**config.mk**
```make
export PLATFORM = sky130hd
export DESIGN_NAME = iss_cell
export DESIGN_NICKNAME = d
export VERILOG_FILES = /design/src/iss_pkg.sv /design/src/iss_cell.sv
export SDC_FILE = /design/constraint.sdc
export NUM_CORES = 1
export LEC_CHECK = 0
export BUFFER_PORTS_ARGS = -buffer_cell sky130_fd_sc_hd__buf_2
export CAP_MARGIN = 0
export CORE_MARGIN = 10
export CORE_UTILIZATION = 35
export CTS_BUF_LIST = sky130_fd_sc_hd__clkbuf_16
export DETAILED_ROUTE_END_ITERATION = 10
export GPL_ROUTABILITY_DRIVEN = 0
export HOLD_SLACK_MARGIN = 0.02
export PLACE_DENSITY = 0.74
export SETUP_SLACK_MARGIN = 0.15
export SLEW_MARGIN = 20
export SYNTH_ARGS = -nofsm -noshare
export SYNTH_HDL_FRONTEND = slang
export SYNTH_SLANG_ARGS = --single-unit
```
**constraint.sdc**
```tcl
create_clock -name clk -period 7 [get_ports clk]
set_input_delay 1.75 -clock clk [delete_from_list [all_inputs] [get_ports clk]]
set_output_delay 1.75 -clock clk [all_outputs]
set_load 0.02 [all_outputs]
```
**src/iss_pkg.sv**
```systemverilog
`timescale 1ns / 1ps
// ----------------------------------------------------------------------------
// iss_pkg: shared types for the insertion sort chain
// Record, cell view and per-cycle control structures, plus the control states.
// ----------------------------------------------------------------------------
package iss_pkg;

  localparam int KEY_W = 17;
  localparam int TAG_W = 10;

  typedef logic [KEY_W-1:0] key_t;
  typedef logic [TAG_W-1:0] tag_t;

  // One stored record and its occupancy bit
  typedef struct packed {
    logic valid;
    key_t key;
    tag_t tag;
  } cell_rec_t;

  // What a cell shows its neighbors: its record and whether it sorts after
  // the word being inserted
  typedef struct packed {
    cell_rec_t rec;
    logic      gt;
  } cell_view_t;

  // Broadcast to every cell in a cycle
  typedef struct packed {
    logic ins;
    logic shift;
    key_t key;
    tag_t tag;
  } cell_ctl_t;

  typedef enum logic {
    ST_LOAD,
    ST_DRAIN
  } state_t;

endpackage

```
**src/iss_cell.sv**
```systemverilog
`timescale 1ns / 1ps
// ----------------------------------------------------------------------------
// iss_cell: one slot of the insertion sort chain
// Hold one record; on insert keep it, take the new word or the left neighbor's record,
// on drain take the right neighbor's record.
// ----------------------------------------------------------------------------
module iss_cell (
  input  logic              clk,
  input  logic              rst,
  input  iss_pkg::cell_ctl_t  ctl,
  input  iss_pkg::cell_view_t left,
  input  iss_pkg::cell_rec_t  right,
  output iss_pkg::cell_view_t view
);
  import iss_pkg::*;

  cell_rec_t rec;
  cell_rec_t rec_next;
  logic      gt;

  // Equal keys are not greater: the new word lands after them (stable)
  assign gt   = rec.valid && (rec.key > ctl.key);
  assign view = '{rec: rec, gt: gt};

  always_comb begin
    rec_next = rec;
    if (ctl.shift) begin
      rec_next = right;
    end else if (ctl.ins) begin
      if (!rec.valid || gt) begin
        if (left.gt) begin
          rec_next = left.rec;
        end else if (rec.valid || left.rec.valid) begin
          rec_next = '{valid: 1'b1, key: ctl.key, tag: ctl.tag};
        end
      end
    end
  end

  always_ff @(posedge clk) begin
    if (rst) begin
      rec.valid <= 1'b0;
    end else begin
      rec.valid <= rec_next.valid;
    end
    rec.key <= rec_next.key;
    rec.tag <= rec_next.tag;
  end

endmodule

```
==> results.rst <==
.. list-table::
   :header-rows: 1

   * - Metric
     - Value
   * - Outcome
     - completed
   * - Number of nets with antenna violations after detailed routing
     - 0
   * - Adder-cell share of the synthesized area
     - 0.109
   * - Final max-slew violation count
     - 0
   * - Unrepaired setup endpoints after global routing
     - false
   * - Average cell area after synthesis
     - 10.0 um^2
   * - Largest family of logic cells by synthesized area
     - multiplexers
   * - Vias after detailed routing
     - 1788
   * - Cell-by-cell trace of the critical path
     - buf_2 > inv_1 > ha_1 > a21oi_1 > o21ai_0 > a221oi_2 > nand4_1 > and3_1 > buf_2
   * - CTS tree
     - yes
   * - Maximum fanout count along the critical path
     - 2
   * - Overall die height
     - 94.6 um
   * - Count of buffers from port buffering
     - 116
   * - Post-synthesis xor/xnor area fraction
     - 0
   * - Type of the tightest min-delay check
     - flop to flop
   * - Number of hold buffers added after CTS
     - 0
   * - Antenna diode count
     - 0
   * - Fraction of met3 tracks used by global routing
     - 0.0476
   * - Core Util, Final
     - 0.489
   * - Max IR drop VDD
     - 0.143 mV
   * - Final-report setup violation count
     - 0
   * - Top library cells by usage in the layout, fill and taps aside
     - buf_2, nand2_1, o21ai_0, mux2i_1, edfxtp_1
   * - Maximum number of pins on one net before global-route repair
     - 59
   * - Cells after synthesis
     - 194
   * - Row Count
     - 27
   * - Clk_skew
     - 3.72 ps
   * - Num CTS Buffers
     - 3
   * - Post-placement setup slack
     - 1820 ps
   * - Average routed wire per standard cell
     - 15.4 um
   * - Portion of netlist area occupied by mux cells
     - 0.139
   * - Antenna violations before repair
     - 0
   * - Final wirelength
     - 5790 um
   * - Worst endpoint data arrival time
     - 3410 ps
   * - Post-CTS Resized
     - 0
   * - Worst-case setup margin in the final layout
     - 1840 ps
   * - Starting DRC count in detailed routing
     - 64
   * - Max-cap check violation count
     - 0
   * - Number of top-level pins
     - 117
   * - Fraction of post-synthesis cell area in the top cell type by area
     - 0.416
   * - Count of buffers added by post-CTS timing repair for setup
     - 0
   * - LEAKAGE
     - 1.38 nW
   * - Basic-gate share of the synthesized area counting and, or, nand and nor cells
     - 0.130
   * - Overall fraction of global-route tracks in use
     - 0.126
   * - Count of warnings emitted by yosys
     - 0
   * - CP max-delay cell
     - a221oi_2
   * - Mapped Nets
     - 299
   * - Top cells by area, synth
     - edfxtp_1, mux2i_1, ha_1, o21ai_0, nand2_1
   * - CTS clk-pin slew, worst paths
     - 70 ps
   * - Gr busiest metal
     - met2
   * - # H-tree levels
     - 1
   * - Worst-skew pair later-pin latency
     - 260 ps
   * - Synth Register Bits
     - 28
   * - Met1 routing resource usage after global routing
     - 0.136
   * - Effective utilization at floorplan
     - 0.358
   * - First-pass GRT wire length
     - 9290 um
   * - Sw Pwr
     - 0.000154 W
   * - Proportion of layout cells with a drive suffix above 1
     - 0.414
   * - Clock power frac
     - 0.265
   * - Nets@finish
     - 410
   * - Shortest period the worst path allows
     - 5160 ps
   * - Post-Place Cells
     - 372
   * - Critical path data required time
     - 5250 ps
   * - Number of flip-flops in the largest register
     - 28
   * - Layout Cells excl Fill
     - 376
   * - Most common library cell in the layout ignoring fill and taps
     - buf_2
   * - Power per unit of standard cell area
     - 189 nW/um^2
   * - Area delta synth->final
     - 36.6%
   * - Area of the core
     - 5440 um^2
   * - Final critical-path share of the clock period
     - 0.736
   * - Clock tree sinks
     - 28
   * - Combined area of all synthesized cells
     - 1950 um^2
   * - Endpoints failing hold
     - 0
   * - Delay of the slowest cell on the worst path
     - 410 ps
   * - Most frequent cell on the critical path
     - buf_2
   * - Gate power share
     - 0.300
   * - Top achievable clock speed
     - 0.194 GHz
   * - Clock buffer depth
     - 2
   * - Routed via count divided by cell count
     - 4.76
   * - Number of global-route vias before repair
     - 1997
   * - Type of the worst setup path
     - primary input to primary output
   * - Number of detailed-routing iterations run before antenna repair
     - 4
   * - Residual DRC
     - 0
   * - Clock root buffer
     - clkbuf_16
   * - Cell taking the most area after synthesis
     - edfxtp_1
   * - Slew @ Worst Pin
     - 1060 ps
   * - Remaining global-route overflow
     - 0
   * - Internal power component
     - 0.000347 W
   * - Cell variety after synth
     - 26
   * - Die Outline Area
     - 8950 um^2
   * - Sequential fraction of the synthesis area
     - 0.427
   * - Worst Setup Start Kind
     - primary input
   * - Part of the power in registers
     - 0.435
   * - Sort of element at the end of the critical path
     - primary output
   * - Synth Area in Compound Gates
     - 0.134
   * - Worst slew margin relative to its limit
     - 0.293
   * - Setup TNS after final layout
     - 0 ps
   * - Net switching fraction of the power
     - 0.308
   * - Dpl hpwl
     - 4700 um
   * - Width of the chip
     - 94.6 um
   * - M2 GR Usage
     - 0.232
## routing by layer
metal	routed length [um]	vias to the layer above
li1	-	920
met1	2260	793
met2	2950	73
met3	561	2
met4	17	0
met5	0	-
## cell usage after synthesis (all sizes together)
master	count
nand2	32
o21ai	31
edfxtp	27
mux2i	27
inv	19
ha	17
a21oi	6
clkbuf	6
nand4	6
buf	4
nand2b	3
a21o	2
a31oi	2
and3	2
nor2	2
a221oi	1
a41oi	1
dfxtp	1
nand3	1
nand3b	1
nor4	1
o221ai	1
o31ai	1
## power groups by stage
stage / clock network, W / registers, W / logic (W)
CTS: 0.000136 / 0.000219 / 0.000154
global route: 0.000142 / 0.000221 / 0.000168
finish: 0.000133 / 0.000218 / 0.000151
global placement: 0 / 0.000221 / 0.000148
floorplan: 0 / 0.000247 / 0.0000655
detailed placement: 0 / 0.000223 / 0.000153
## worst max-delay path: cells and delay by family
kind	cells	cell delay [ps]
buf+inv	3	290
simple gates	2	360
compound gates	3	700
fa+ha+maj	1	310
## worst paths after layout
| path | to | start | slack, ps | cells after the start |
|---|---|---|---|---|
| max | view[0] | ctl[16] | 1840 | 9 |
| min reg2reg | view[28] | view[28] | 720 | 4 |
| max reg2reg | view[5] | view[18] | 4160 | 6 |
| min | view[28] | view[28] | 720 | 4 |
## area by class of cell
class | count | area, um^2
fill | 537 | 2780
multi-input combinational | 137 | 1010
sequential | 28 | 831
timing repair buffer | 116 | 581
tap | 72 | 90.1
clock buffer | 3 | 75.1
inverter | 19 | 71.3
clock inverter | 1 | 3.75
## logic make-up (layout without fill, tap and decap cells)
group                    after synthesis  after routing
AO/OA/AOI/OAI                         45             45
buffers and inverters                 29            139
flip-flops                            28             28
adder cells (fa/ha/maj)               17             17
AND/OR/NAND/NOR                       48             48
multiplexers                          27             27
## stage by stage
stage / total power (W) / area [um^2] / hold WS, ps
2_1_floorplan: 0.000312 / 1950 / 714
3_3_place_gp: 0.000369 / 2580 / 691
3_5_place_dp: 0.000376 / 2580 / 710
4_1_cts: 0.000508 / 2660 / 723
5_1_grt: 0.000532 / 2660 / 791
6_report: 0.000502 / 2660 / 719
(Power assumes the default switching activity.)
